<file path="src/rtl/fstat_pkg.sv">
package fstat_pkg;

  localparam int OP_W     = 2;
  localparam int TIME_W   = 32;
  localparam int RATE_W   = 16;
  localparam int POLYIN_W = 24;
  localparam int POLY_W   = 25;
  localparam int CNT_W    = 32;
  localparam int RSUM_W   = 48;
  localparam int PSUM_W   = 57;
  localparam int STAT_W   = 2;

  // dividend 2*sum+count, widest for the polygon sum
  localparam int NUM_W    = PSUM_W + 2;
  // divisor 2*count
  localparam int DVS_W    = CNT_W + 1;
  // width of the divider step counter
  localparam int DIVCNT_W = 5;

  localparam logic [OP_W-1:0] OP_START = 2'd0;
  localparam logic [OP_W-1:0] OP_STOP  = 2'd1;

  localparam logic [STAT_W-1:0] STAT_OK          = 2'd0;
  localparam logic [STAT_W-1:0] STAT_BAD_CMD     = 2'd1;
  localparam logic [STAT_W-1:0] STAT_NOT_RUNNING = 2'd2;

  typedef enum logic [2:0] {
    ST_IDLE,
    ST_EXEC,
    ST_LOAD,
    ST_CHECK,
    ST_DIV,
    ST_DONE
  } state_e;

endpackage

</file>
<file path="src/rtl/fstat_if.sv">
interface fstat_in_if import fstat_pkg::*; ();
  logic                valid;
  logic                ready;
  logic [OP_W-1:0]     op;
  logic [TIME_W-1:0]   now_ms;
  logic [RATE_W-1:0]   frame_rate;
  logic [POLYIN_W-1:0] world_polys;
  logic [POLYIN_W-1:0] model_polys;

  modport source (
    output valid, op, now_ms, frame_rate, world_polys, model_polys,
    input  ready
  );
  modport sink (
    input  valid, op, now_ms, frame_rate, world_polys, model_polys,
    output ready
  );
endinterface

interface fstat_out_if import fstat_pkg::*; ();
  logic              valid;
  logic              ready;
  logic [STAT_W-1:0] status;
  logic              running;
  logic [RATE_W-1:0] min_rate;
  logic [RATE_W-1:0] max_rate;
  logic [RATE_W-1:0] avg_rate;
  logic [POLY_W-1:0] min_poly;
  logic [POLY_W-1:0] max_poly;
  logic [POLY_W-1:0] avg_poly;
  logic [TIME_W-1:0] elapsed_ms;

  modport source (
    output valid, status, running, min_rate, max_rate, avg_rate,
           min_poly, max_poly, avg_poly, elapsed_ms,
    input  ready
  );
  modport sink (
    input  valid, status, running, min_rate, max_rate, avg_rate,
           min_poly, max_poly, avg_poly, elapsed_ms,
    output ready
  );
endinterface

</file>
<file path="src/rtl/frame_stats_monitor.sv">
// Channel   Dir  Payload
// --------  ---  -------------------------------------------------------------
// cfg       in   cfg_we_i / cfg_wdata_i: duration_ms, written on enable
// in_i      in   op, now_ms, frame_rate, world_polys, model_polys
// out_o     out  status, running, min/max/avg rate, min/max/avg poly, elapsed
//
// Start, stop, ignored and all-zero samples go from idle through exec to done;
// other samples load, check and, unless the quotient overflows, divide per mean.
// The shared restoring divider gives one quotient bit per cycle, 16 steps for
// the rate mean and 25 for the polygon mean, after a load and a check each.
// Reset (rst_ni low, async) clears the run state, statistics and duration.
// in_i.ready is high only when idle; a held result stalls the next beat in done.
module frame_stats_monitor import fstat_pkg::*; (
  input  logic              clk_i,
  input  logic              rst_ni,
  input  logic              cfg_we_i,
  input  logic [TIME_W-1:0] cfg_wdata_i,
  fstat_in_if.sink          in_i,
  fstat_out_if.source       out_o
);

  state_e state_q, state_d;

  // captured beat
  logic [OP_W-1:0]   op_q;
  logic [TIME_W-1:0] now_q;
  logic [RATE_W-1:0] rate_q;
  logic [POLY_W-1:0] poly_q;

  // run state and statistics
  logic              active_q;
  logic [TIME_W-1:0] duration_q;
  logic [TIME_W-1:0] start_q;
  logic [TIME_W-1:0] end_q;
  logic [CNT_W-1:0]  count_q;
  logic [TIME_W-1:0] elapsed_q;
  logic [RATE_W-1:0] rlow_q, rhigh_q, rmean_q;
  logic [RSUM_W-1:0] rsum_q;
  logic [POLY_W-1:0] plow_q, phigh_q, pmean_q;
  logic [PSUM_W-1:0] psum_q;
  logic [STAT_W-1:0] status_q;
  logic              need_poly_q;
  logic              sel_poly_q;

  // divider
  logic [NUM_W-1:0]    div_num_q;
  logic [DVS_W-1:0]    div_rem_q;
  logic [POLY_W-1:0]   div_low_q;
  logic [POLY_W-1:0]   div_quo_q;
  logic [DIVCNT_W-1:0] div_cnt_q;

  // output register
  logic              out_valid_q;
  logic [STAT_W-1:0] out_status_q;
  logic              out_running_q;
  logic [RATE_W-1:0] out_min_rate_q, out_max_rate_q, out_avg_rate_q;
  logic [POLY_W-1:0] out_min_poly_q, out_max_poly_q, out_avg_poly_q;
  logic [TIME_W-1:0] out_elapsed_q;

  // strobes
  logic accept;
  logic exec_en, load_en, check_en, step_en, mean_wr, out_load;

  // ---------------------------------------------------------------------------
  // Sample arithmetic
  logic              is_start, is_stop, smp_go;
  logic [CNT_W-1:0]  cnt_inc;
  logic [RSUM_W:0]   rsum_add;
  logic [PSUM_W:0]   psum_add;
  logic [TIME_W-1:0] gap;
  logic [TIME_W-1:0] elapsed_lim;
  logic              stop_lim;
  logic              more_poly;

  assign is_start = (op_q == OP_START);
  assign is_stop  = (op_q == OP_STOP);
  assign smp_go   = !is_start && !is_stop && active_q;
  assign cnt_inc  = (count_q == '1) ? count_q : count_q + 1'b1;
  assign rsum_add = {1'b0, rsum_q} + {{(RSUM_W + 1 - RATE_W){1'b0}}, rate_q};
  assign psum_add = {1'b0, psum_q} + {{(PSUM_W + 1 - POLY_W){1'b0}}, poly_q};
  // a late sample moves the end up to now, leaving no gap
  assign gap         = (now_q > end_q) ? '0 : end_q - now_q;
  assign elapsed_lim = (duration_q >= gap) ? duration_q - gap : '0;
  assign stop_lim    = (now_q >= end_q);
  assign more_poly   = !sel_poly_q && need_poly_q;

  // ---------------------------------------------------------------------------
  // Divider datapath
  logic [DVS_W-1:0]  dvs;
  logic [DVS_W:0]    r0;
  logic              ovf;
  logic [DVS_W:0]    shifted;
  logic [DVS_W+1:0]  diff;
  logic              ge;
  logic [POLY_W-1:0] quo_next;
  logic              div_last;
  logic [NUM_W-1:0]  num_next;

  assign dvs = {count_q, 1'b0};
  assign num_next = sel_poly_q ?
      {1'b0, psum_q, 1'b0} + {{(NUM_W - CNT_W){1'b0}}, count_q} :
      {{(NUM_W - RSUM_W - 1){1'b0}}, rsum_q, 1'b0}
        + {{(NUM_W - CNT_W){1'b0}}, count_q};
  // quotient overflows the field exactly when the top part reaches the divisor
  assign r0  = sel_poly_q ? div_num_q[NUM_W-1:POLY_W]
                          : div_num_q[RSUM_W+1:RATE_W];
  assign ovf = (r0 >= {1'b0, dvs});
  assign shifted  = {div_rem_q, div_low_q[POLY_W-1]};
  assign diff     = {1'b0, shifted} - {2'b0, dvs};
  assign ge       = !diff[DVS_W+1];
  assign quo_next = {div_quo_q[POLY_W-2:0], ge};
  assign div_last = (div_cnt_q == DIVCNT_W'(1));

  // ---------------------------------------------------------------------------
  // Next state
  always_comb begin
    state_d = state_q;
    unique case (state_q)
      ST_IDLE: begin
        if (in_i.valid) state_d = ST_EXEC;
      end
      ST_EXEC: begin
        if (smp_go && (rate_q != '0 || poly_q != '0)) state_d = ST_LOAD;
        else state_d = ST_DONE;
      end
      ST_LOAD: state_d = ST_CHECK;
      ST_CHECK: begin
        if (ovf) state_d = more_poly ? ST_LOAD : ST_DONE;
        else state_d = ST_DIV;
      end
      ST_DIV: begin
        if (div_last) state_d = more_poly ? ST_LOAD : ST_DONE;
      end
      ST_DONE: begin
        if (!out_valid_q || out_o.ready) state_d = ST_IDLE;
      end
      default: state_d = ST_IDLE;
    endcase
  end

  // Sequencer outputs
  always_comb begin
    in_i.ready = 1'b0;
    exec_en    = 1'b0;
    load_en    = 1'b0;
    check_en   = 1'b0;
    step_en    = 1'b0;
    mean_wr    = 1'b0;
    out_load   = 1'b0;
    unique case (state_q)
      ST_IDLE:  in_i.ready = 1'b1;
      ST_EXEC:  exec_en = 1'b1;
      ST_LOAD:  load_en = 1'b1;
      ST_CHECK: begin
        check_en = 1'b1;
        mean_wr  = ovf;
      end
      ST_DIV: begin
        step_en = 1'b1;
        mean_wr = div_last;
      end
      ST_DONE:  out_load = !out_valid_q || out_o.ready;
      default: ;
    endcase
  end

  assign accept = in_i.valid && in_i.ready;

  always_ff @(posedge clk_i or negedge rst_ni) begin
    if (!rst_ni) begin
      state_q <= ST_IDLE;
    end else begin
      state_q <= state_d;
    end
  end

  // ---------------------------------------------------------------------------
  // Beat capture and divider working registers
  always_ff @(posedge clk_i) begin
    if (accept) begin
      op_q   <= in_i.op;
      now_q  <= in_i.now_ms;
      rate_q <= in_i.frame_rate;
      poly_q <= {1'b0, in_i.world_polys} + {1'b0, in_i.model_polys};
    end
    if (load_en) begin
      div_num_q <= num_next;
    end
    if (check_en) begin
      div_rem_q <= r0[DVS_W-1:0];
      div_low_q <= sel_poly_q ? div_num_q[POLY_W-1:0]
                              : {div_num_q[RATE_W-1:0], {(POLY_W - RATE_W){1'b0}}};
      div_quo_q <= '0;
      div_cnt_q <= sel_poly_q ? DIVCNT_W'(POLY_W) : DIVCNT_W'(RATE_W);
    end
    if (step_en) begin
      div_rem_q <= ge ? diff[DVS_W-1:0] : shifted[DVS_W-1:0];
      div_low_q <= {div_low_q[POLY_W-2:0], 1'b0};
      div_quo_q <= quo_next;
      div_cnt_q <= div_cnt_q - 1'b1;
    end
  end

  // ---------------------------------------------------------------------------
  // Run state and statistics
  always_ff @(posedge clk_i or negedge rst_ni) begin
    if (!rst_ni) begin
      duration_q  <= '0;
      active_q    <= 1'b0;
      start_q     <= '0;
      end_q       <= '0;
      count_q     <= '0;
      elapsed_q   <= '0;
      rlow_q      <= '0;
      rhigh_q     <= '0;
      rsum_q      <= '0;
      rmean_q     <= '0;
      plow_q      <= '0;
      phigh_q     <= '0;
      psum_q      <= '0;
      pmean_q     <= '0;
      status_q    <= STAT_OK;
      need_poly_q <= 1'b0;
      sel_poly_q  <= 1'b0;
    end else begin
      if (cfg_we_i) begin
        duration_q <= cfg_wdata_i;
      end

      if (exec_en) begin
        status_q    <= STAT_OK;
        need_poly_q <= (poly_q != '0);
        sel_poly_q  <= (rate_q == '0);
        if (is_start) begin
          if (active_q) begin
            status_q <= STAT_BAD_CMD;
          end else begin
            active_q  <= 1'b1;
            count_q   <= '0;
            elapsed_q <= '0;
            rlow_q    <= '1;
            rhigh_q   <= '0;
            rsum_q    <= '0;
            rmean_q   <= '0;
            plow_q    <= '1;
            phigh_q   <= '0;
            psum_q    <= '0;
            pmean_q   <= '0;
            start_q   <= now_q;
            end_q     <= (duration_q != '0) ? now_q + duration_q : '0;
          end
        end else if (is_stop) begin
          if (active_q) active_q <= 1'b0;
          else status_q <= STAT_BAD_CMD;
        end else if (!active_q) begin
          status_q <= STAT_NOT_RUNNING;
        end else begin
          count_q <= cnt_inc;
          if (rate_q < rlow_q) rlow_q <= rate_q;
          if (rate_q > rhigh_q) rhigh_q <= rate_q;
          if (rate_q != '0) begin
            rsum_q <= rsum_add[RSUM_W] ? '1 : rsum_add[RSUM_W-1:0];
          end
          if (poly_q < plow_q) plow_q <= poly_q;
          if (poly_q > phigh_q) phigh_q <= poly_q;
          if (poly_q != '0) begin
            psum_q <= psum_add[PSUM_W] ? '1 : psum_add[PSUM_W-1:0];
          end
          if (duration_q != '0) begin
            if (now_q > end_q) end_q <= now_q;
            elapsed_q <= elapsed_lim;
            if (stop_lim) active_q <= 1'b0;
          end else begin
            elapsed_q <= now_q - start_q;
          end
        end
      end

      if (mean_wr) begin
        if (sel_poly_q) pmean_q <= ovf && check_en ? '1 : quo_next;
        else rmean_q <= ovf && check_en ? '1 : quo_next[RATE_W-1:0];
        if (more_poly) sel_poly_q <= 1'b1;
      end
    end
  end

  // ---------------------------------------------------------------------------
  // Output register
  always_ff @(posedge clk_i or negedge rst_ni) begin
    if (!rst_ni) begin
      out_valid_q <= 1'b0;
    end else if (out_load) begin
      out_valid_q <= 1'b1;
    end else if (out_o.ready) begin
      out_valid_q <= 1'b0;
    end
  end

  always_ff @(posedge clk_i) begin
    if (out_load) begin
      out_status_q   <= status_q;
      out_running_q  <= active_q;
      out_min_rate_q <= rlow_q;
      out_max_rate_q <= rhigh_q;
      out_avg_rate_q <= rmean_q;
      out_min_poly_q <= plow_q;
      out_max_poly_q <= phigh_q;
      out_avg_poly_q <= pmean_q;
      out_elapsed_q  <= elapsed_q;
    end
  end

  assign out_o.valid      = out_valid_q;
  assign out_o.status     = out_status_q;
  assign out_o.running    = out_running_q;
  assign out_o.min_rate   = out_min_rate_q;
  assign out_o.max_rate   = out_max_rate_q;
  assign out_o.avg_rate   = out_avg_rate_q;
  assign out_o.min_poly   = out_min_poly_q;
  assign out_o.max_poly   = out_max_poly_q;
  assign out_o.avg_poly   = out_avg_poly_q;
  assign out_o.elapsed_ms = out_elapsed_q;

endmodule

</file>
<file path="src/flat_wrapper.sv">
// flat-port wrapper written by rule: the top's interface ports become plain ports
module frame_stats_monitor_flat import fstat_pkg::*;
  (clk_i, rst_ni, cfg_we_i, cfg_wdata_i, in_i_valid, in_i_op, in_i_now_ms, in_i_frame_rate, in_i_world_polys, in_i_model_polys, in_i_ready, out_o_valid, out_o_status, out_o_running, out_o_min_rate, out_o_max_rate, out_o_avg_rate, out_o_min_poly, out_o_max_poly, out_o_avg_poly, out_o_elapsed_ms, out_o_ready);
  fstat_in_if in_i_i ();
  fstat_out_if out_o_i ();
  input  logic clk_i;
  input  logic rst_ni;
  input  logic cfg_we_i;
  input  logic [TIME_W-1:0] cfg_wdata_i;
  input wire logic [$bits(in_i_i.valid)-1:0] in_i_valid;
  input wire logic [$bits(in_i_i.op)-1:0] in_i_op;
  input wire logic [$bits(in_i_i.now_ms)-1:0] in_i_now_ms;
  input wire logic [$bits(in_i_i.frame_rate)-1:0] in_i_frame_rate;
  input wire logic [$bits(in_i_i.world_polys)-1:0] in_i_world_polys;
  input wire logic [$bits(in_i_i.model_polys)-1:0] in_i_model_polys;
  output wire logic [$bits(in_i_i.ready)-1:0] in_i_ready;
  output wire logic [$bits(out_o_i.valid)-1:0] out_o_valid;
  output wire logic [$bits(out_o_i.status)-1:0] out_o_status;
  output wire logic [$bits(out_o_i.running)-1:0] out_o_running;
  output wire logic [$bits(out_o_i.min_rate)-1:0] out_o_min_rate;
  output wire logic [$bits(out_o_i.max_rate)-1:0] out_o_max_rate;
  output wire logic [$bits(out_o_i.avg_rate)-1:0] out_o_avg_rate;
  output wire logic [$bits(out_o_i.min_poly)-1:0] out_o_min_poly;
  output wire logic [$bits(out_o_i.max_poly)-1:0] out_o_max_poly;
  output wire logic [$bits(out_o_i.avg_poly)-1:0] out_o_avg_poly;
  output wire logic [$bits(out_o_i.elapsed_ms)-1:0] out_o_elapsed_ms;
  input wire logic [$bits(out_o_i.ready)-1:0] out_o_ready;
  assign in_i_i.valid = in_i_valid;
  assign in_i_i.op = in_i_op;
  assign in_i_i.now_ms = in_i_now_ms;
  assign in_i_i.frame_rate = in_i_frame_rate;
  assign in_i_i.world_polys = in_i_world_polys;
  assign in_i_i.model_polys = in_i_model_polys;
  assign in_i_ready = in_i_i.ready;
  assign out_o_valid = out_o_i.valid;
  assign out_o_status = out_o_i.status;
  assign out_o_running = out_o_i.running;
  assign out_o_min_rate = out_o_i.min_rate;
  assign out_o_max_rate = out_o_i.max_rate;
  assign out_o_avg_rate = out_o_i.avg_rate;
  assign out_o_min_poly = out_o_i.min_poly;
  assign out_o_max_poly = out_o_i.max_poly;
  assign out_o_avg_poly = out_o_i.avg_poly;
  assign out_o_elapsed_ms = out_o_i.elapsed_ms;
  assign out_o_i.ready = out_o_ready;
  frame_stats_monitor u_core (.clk_i(clk_i), .rst_ni(rst_ni), .cfg_we_i(cfg_we_i), .cfg_wdata_i(cfg_wdata_i), .in_i(in_i_i), .out_o(out_o_i));
endmodule
</file>
<file path="config.mk">
export PLATFORM = sky130hd
export DESIGN_NAME = frame_stats_monitor_flat
export DESIGN_NICKNAME = d
export VERILOG_FILES = /design/src/rtl/fstat_pkg.sv /design/src/rtl/fstat_if.sv /design/src/rtl/frame_stats_monitor.sv /design/src/flat_wrapper.sv
export SDC_FILE = /design/constraint.sdc
export NUM_CORES = 2
export LEC_CHECK = 0
export BUFFER_PORTS_ARGS = -buffer_cell sky130_fd_sc_hd__buf_2
export CORE_MARGIN = 4
export CORE_UTILIZATION = 35
export CTS_BUF_LIST = sky130_fd_sc_hd__clkbuf_4 sky130_fd_sc_hd__clkbuf_8 sky130_fd_sc_hd__clkbuf_16
export CTS_CLUSTER_SIZE = 24
export DETAILED_ROUTE_END_ITERATION = 8
export PLACE_DENSITY = 0.63
export SLEW_MARGIN = 10
export SYNTH_ARGS = -nofsm -noshare
export SYNTH_HDL_FRONTEND = slang
export SYNTH_SLANG_ARGS = --single-unit
</file>
<file path="constraint.sdc">
create_clock -name clk_i -period 16.2 [get_ports clk_i]
set_input_delay 2.43 -clock clk_i [delete_from_list [all_inputs] [get_ports clk_i]]
set_output_delay 2.43 -clock clk_i [all_outputs]
set_load 0.005 [all_outputs]
</file>
# Yosys cells after proc, flatten, opt, wreduce, memory -nomap -nowiden
# Cells that the tools add are included.
dict set report classes {
  add_sub_neg 12
  order_cmp 8
  n_eq_ne 14
  muxes 104
  n_bitwise 1
  reduce_logical 41
}
# cell n
set ops {}
lappend ops {{$mux W32} 18}
lappend ops {{$mux W25} 19}
lappend ops {{$mux W57} 6}
lappend ops {{$mux W48} 6}
lappend ops {{$mux W16} 16}
lappend ops {{$mux W33} 3}
lappend ops {{$sub A32 B32 Y32} 3}
lappend ops {{$ge A32 B32 Y1} 2}
lappend ops {{$add A58 B32 Y59} 1}
lappend ops {{$mux W59} 1}
lappend ops {{$add A57 B25 Y58} 1}
lappend ops {{$add A49 B32 Y50} 1}
lappend ops {{$add A48 B16 Y49} 1}
lappend ops {{$mux W24} 2}
lappend ops {{$reduce_and A5 Y1} 7}
lappend ops {{$sub A34 B33 Y35} 1}
lappend ops {{$ge A34 B33 Y1} 1}
lappend ops {{$mux W34} 1}
lappend ops {{$add A32 B1 Y32 const B} 1}
lappend ops {{$add A32 B32 Y32} 1}
lappend ops {{$eq A32 B32 Y1 const B} 1}
lappend ops {{$gt A32 B32 Y1} 1}
lappend ops {{$reduce_bool A32 Y1} 1}
lappend ops {{$add A24 B24 Y25} 1}
lappend ops {{32 further kinds} 84}
dict set report totals {
  reg_bits 776
  inputBits 135
  out_inout_bits 160
  wordCells 218
}

# Longest topological paths before layout
dict set report depth {
  ltp_word 8
  ltp_mapped 27
  ltp_nobuf 26
}

# Worst setup path before layout
# No wires, ideal clock.
dict set report synth_timing {
  kind {input port to flip-flop}
  start {in out_o_ready}
  end {reg u_core.out_avg_poly_q[0] (netlist: u_core.out_o.avg_poly[0]) (enable)}
  setup_ns 0.538
  t_arrival_ns 6.257
  path_slack_ns 9.406
  cell_stages 2
  cell_sequence {nand2b_1 > and3_1}
}
dict set report synth_between {
  elab_chain_cells 2
}
# item line_no
set synth_rtl {}
lappend synth_rtl {{start: declaration} flat_wrapper.sv:27} ;# input wire logic [$bits(out_o_i.ready)-1:0] out_o_ready;
lappend synth_rtl {{$logic_or A1 B1 Y1} frame_stats_monitor.sv:162} ;# ST_DONE: out_load = !out_valid_q || out_o.ready;
lappend synth_rtl {{$mux W1} frame_stats_monitor.sv:150} ;# unique case (state_q)
lappend synth_rtl {{named net u_core.out_load} frame_stats_monitor.sv:62} ;# logic exec_en, load_en, check_en, step_en, mean_wr, out_load;
lappend synth_rtl {{end signal: assignment} frame_stats_monitor.sv:308} ;# out_avg_poly_q <= pmean_q;
lappend synth_rtl {{end: declaration} frame_stats_monitor.sv:57} ;# logic [POLY_W-1:0] out_min_poly_q, out_max_poly_q, out_avg_poly_q;
# The timed path passes the listed nets, and every way through them passes these cells.
# A chain may end at the register's enable or synchronous reset.

# Worst setup path after layout
dict set report layout_timing {
  start {reg u_core.now_q[1]}
  end {reg u_core.elapsed_q[31]}
}
dict set report layout_between {
  elab_chain_cells 8
}
# item line_no
set layout_rtl {}
lappend layout_rtl {{start: declaration} frame_stats_monitor.sv:26} ;# logic [TIME_W-1:0] now_q;
lappend layout_rtl {{start signal: assignment} frame_stats_monitor.sv:182} ;# now_q <= in_i.now_ms;
lappend layout_rtl {{$sub A32 B32 Y32 or $gt A32 B32 Y1 (tied branches)} frame_stats_monitor.sv:82} ;# assign gap = (now_q > end_q) ? '0 : end_q - now_q;
lappend layout_rtl {{$mux W32} frame_stats_monitor.sv:82}
lappend layout_rtl {{$sub A32 B32 Y32 or $ge A32 B32 Y1 (tied branches)} frame_stats_monitor.sv:83} ;# assign elapsed_lim = (duration_q >= gap) ? duration_q - gap : '0;
lappend layout_rtl {{$mux W32} frame_stats_monitor.sv:83}
lappend layout_rtl {{$mux W32 *} frame_stats_monitor.sv:269} ;# if (duration_q != '0) begin
lappend layout_rtl {{$mux W32 *} frame_stats_monitor.sv:255} ;# end else if (!active_q) begin
lappend layout_rtl {{$mux W32 *} frame_stats_monitor.sv:252} ;# end else if (is_stop) begin
lappend layout_rtl {{$mux W32 *} frame_stats_monitor.sv:234} ;# if (is_start) begin
lappend layout_rtl {{end signal: assignment} frame_stats_monitor.sv:271} ;# elapsed_q <= elapsed_lim;
lappend layout_rtl {{end signal: assignment} frame_stats_monitor.sv:274} ;# elapsed_q <= now_q - start_q;
lappend layout_rtl {{end: declaration} frame_stats_monitor.sv:36} ;# logic [TIME_W-1:0] elapsed_q;
# Every way passes the cells marked *; elsewhere a longest branch is shown, timed or not. The select of a mux whose other input is x is not followed.

==> metrics.txt <==
first-pass GRT wire length=222 mm; status=complete, no violations; main combinational cell family by area after synthesis=compound AO/OA/AOI/OAI gates; vias in the first global route=37,757; Clock power frac=0.219; Yosys top cell by area=edfxtp_1; fin crit period=6.47 ns; Synth Flop Type=dfrtp_1; Yosys warnings=0; top post-synthesis cells by area=edfxtp_1 (24%), dfrtp_1 (21%), ha_1 (10%); Total GRT Usage=0.196; Initial DRC Count=3,076; Post-Syn Area=48,300 µm²; htree depth=3; Setup crit end kind=flop; Avg Inst Size Synth=9.84 µm²; RR Endpoint=u_core.elapsed_q[31]; number of port buffers=294; DR WL/cell=20.5 µm; DRC=0; commonest non-fill, non-tap cell in the layout=nand2_1; library cells used by synthesis=92; RSZ-0062 raised after global routing=false; Reg power frac=0.332; FFs w/ async S/R, synth=0.512; Pleak=23.7 nW; top-area cell type share of the netlist area=0.235; area delta synth->final=13.4%; Reg2Reg Depth=24; initial antenna violation count=4; GR peak layer=met2; vias per cell=5.53; synthesized instance count=4,903; Overflow after GRT=0; gpl congestion=0.915; Final nets=5,701; clock sink count=776; CORE AREA=136,000 µm²; Max Cap Viol=0; R2R Path Start=u_core.now_q[1]; WS Path Type=reg2reg; worst-skew pair later-pin latency=0.72 ns; clk_skew=0.0505 ns; CTS resizes=0; Chip Width=379 µm; most frequent cells in the layout=nand2_1 (427), ha_1 (403), a21oi_1 (402), dfrtp_1 (396), edfxtp_1 (378); largest net degree at the start of global routing=139; cell row count=135; Post-CTS Setup Bufs=0; CP Launch Type=flop; fin crit share=0.399; Worst Path Arrival=7.09 ns; Worst Path Required=16.82 ns; Ant. Diodes=0; M1 GR Usage=0.266; Hold Crit Class=reg2reg; Starting Density=0.354; post-DP HPWL=108 mm; Hold-fix buffers, CTS=0; Initial DRT Pass Iterations=6; met3 usage=0.0268; FILL cells=13,376; Syn Nets=5,451; Compound-Gate Fraction of Synth Area=0.194; via count=38,786; CTS tree=yes; setup tns final=0 ns; clk buf depth=3; # setup viols final=0; Net Sw Frac=0.407; share of total power in combinational logic=0.449; layout cells sized above 1=0.119; Max Freq=0.155 GHz; Worst Hold Depth=0; post-synthesis simple-gate area fraction=0.140; total net switching power=0.00393 W; P per Cell Area=176 nW/µm²; Post-Synth Adder-Cell Area=0.109; clock-pin slew on the worst setup and hold paths=0.06 ns; Post-Synth XOR/XNOR Area=0.0561; proportion of synthesized area in mux cells=0.0251; sequential fraction of the synthesis area=0.442; Max VDD drop=0.0000937 V; CTS buffer count=89; P_int=0.00573 W; final hold vios=0; remaining antenna violation count=0; Slew headroom=0.169; die height=379 µm; io pins=295; hold worst-path end=u_core.out_o.avg_rate[12]; worst-margin pin slew=1.24 ns; Die ar.=144,000 µm²; global routing usage on met2=0.324; Slew Viols, Final=0; Synth Register Bits=776; final wirelength=144 mm; Hold Worst Slack=0.445 ns; min-delay src=u_core.rmean_q[12]; worst-path fanout max=31; CTS Root Cell=clkbuf_16; EDFF count, synth=378; flop2flop setup slack=9.73 ns
-- area by class of cell --
cell class,instances,area (µm²),share of cell area
clock buffer,118,2560,0.0468
clock inverter,49,537,0.00981
inverter,270,1010,0.0185
multi-input combinational,3686,25300,0.462
sequential,776,21300,0.389
tap,1781,2230,0.0407
timing repair buffer,330,1780,0.0325
-- worst max-delay path: stages (launching register included) --
cell and delay, ns:
edfxtp_1 0.47, inv_1 0.14, fa_1 0.45, a21o_1 0.17, a21o_1 0.22, a2111oi_4 0.38
o31a_2 0.27, nor2b_1 0.07, or3_4 0.36, a21bo_2 0.42, inv_1 0.19, nor2_1 0.06
ha_1 0.21, fa_1 0.40, nand3b_1 0.20, a21oi_1 0.19, o22ai_1 0.13, nor2_1 0.12
nor3_1 0.06, nor2_1 0.30, a211oi_1 0.13, o21ai_1 0.17, nand3_1 0.69, nor3b_1 0.42
a221o_1 0.14
-- kinds of logic (layout without fill, tap and decap cells) --
kind of cell | Yosys count | after routing
buffers and inverters | 441 | 767
AOI/OAI and AO/OA | 1439 | 1439
xor gates and xnor gates | 309 | 309
muxes | 113 | 113
adders and majority gates | 413 | 413
DFF | 776 | 776
and+or+nand+nor | 1412 | 1412
-- routing by layer --
metal | vias up | share of wire | wire length [µm]
li1 | 18494 | - | -
met1 | 18918 | 0.45 | 64000
met2 | 1139 | 0.47 | 67200
met3 | 235 | 0.056 | 8100
met4 | 0 | 0.030 | 4320
met5 | - | 0 | 0
-- worst max-delay path by stage --
| stage | startpoint | to | slack, ns | cells past startpoint |
|---|---|---|---|---|
| 2_1_floorplan | out_o_ready | u_core.out_o.avg_poly[0] | 9.41 | 2 |
| 3_3_place_gp | u_core.end_q[0] | u_core.elapsed_q[31] | 9.83 | 26 |
| 3_5_place_dp | u_core.now_q[1] | u_core.elapsed_q[31] | 9.80 | 24 |
| 4_1_cts | u_core.now_q[1] | u_core.elapsed_q[31] | 9.74 | 24 |
| 5_1_grt | u_core.now_q[1] | u_core.elapsed_q[31] | 9.24 | 24 |
| 6_report | u_core.now_q[1] | u_core.elapsed_q[31] | 9.73 | 24 |
-- power by group through the flow --
stage,logic [W],clock network [W],registers [W]
3_3_place_gp,0.00422,0,0.00322
3_5_place_dp,0.00429,0,0.00323
4_1_cts,0.00431,0.00217,0.00320
5_1_grt,0.00483,0.00224,0.00325
6_report,0.00433,0.00212,0.00321
2_1_floorplan,0.00323,0,0.00302
-- through the flow --
stage	instance area, µm²	power [W]	instances	worst slack [ns]	util
CTS	54700	0.00968	7010	9.74	0.402
global route	54700	0.0103	7010	9.24	0.402
finish	54700	0.00966	7010	9.73	0.402
detailed placement	51600	0.00751	6843	9.80	0.379
global placement	51600	0.00744	6843	9.83	0.379
floorplan	48300	0.00625	4903	9.41	-
-- sequential cells by signal, indices dropped and copies added, names as in the netlist, 32 cells and up --
signal                   flops
u_core.div_num_q            59
u_core.psum_q               57
u_core.rsum_q               48
u_core.div_rem_q            33
u_core.count_q              32
u_core.duration_q           32
u_core.elapsed_q            32
u_core.end_q                32
u_core.now_q                32
u_core.out_o.elapsed_ms     32
u_core.start_q              32
-- synth_stat cells, drive strengths merged (47+ instances only) --
library cell,count
xor2,100
nor3,97
and3,95
nand3,97
clkbuf,149
a22o,57
nand2,429
mux2i,48
a21o,197
dfrtp,397
xnor2,209
nor2,363
mux2,65
o21ai,346
o22a,47
nand4,72
a21oi,406
inv,270
edfxtp,378
nor2b,60
ha,403
Power figures use the tool's default switching activity.
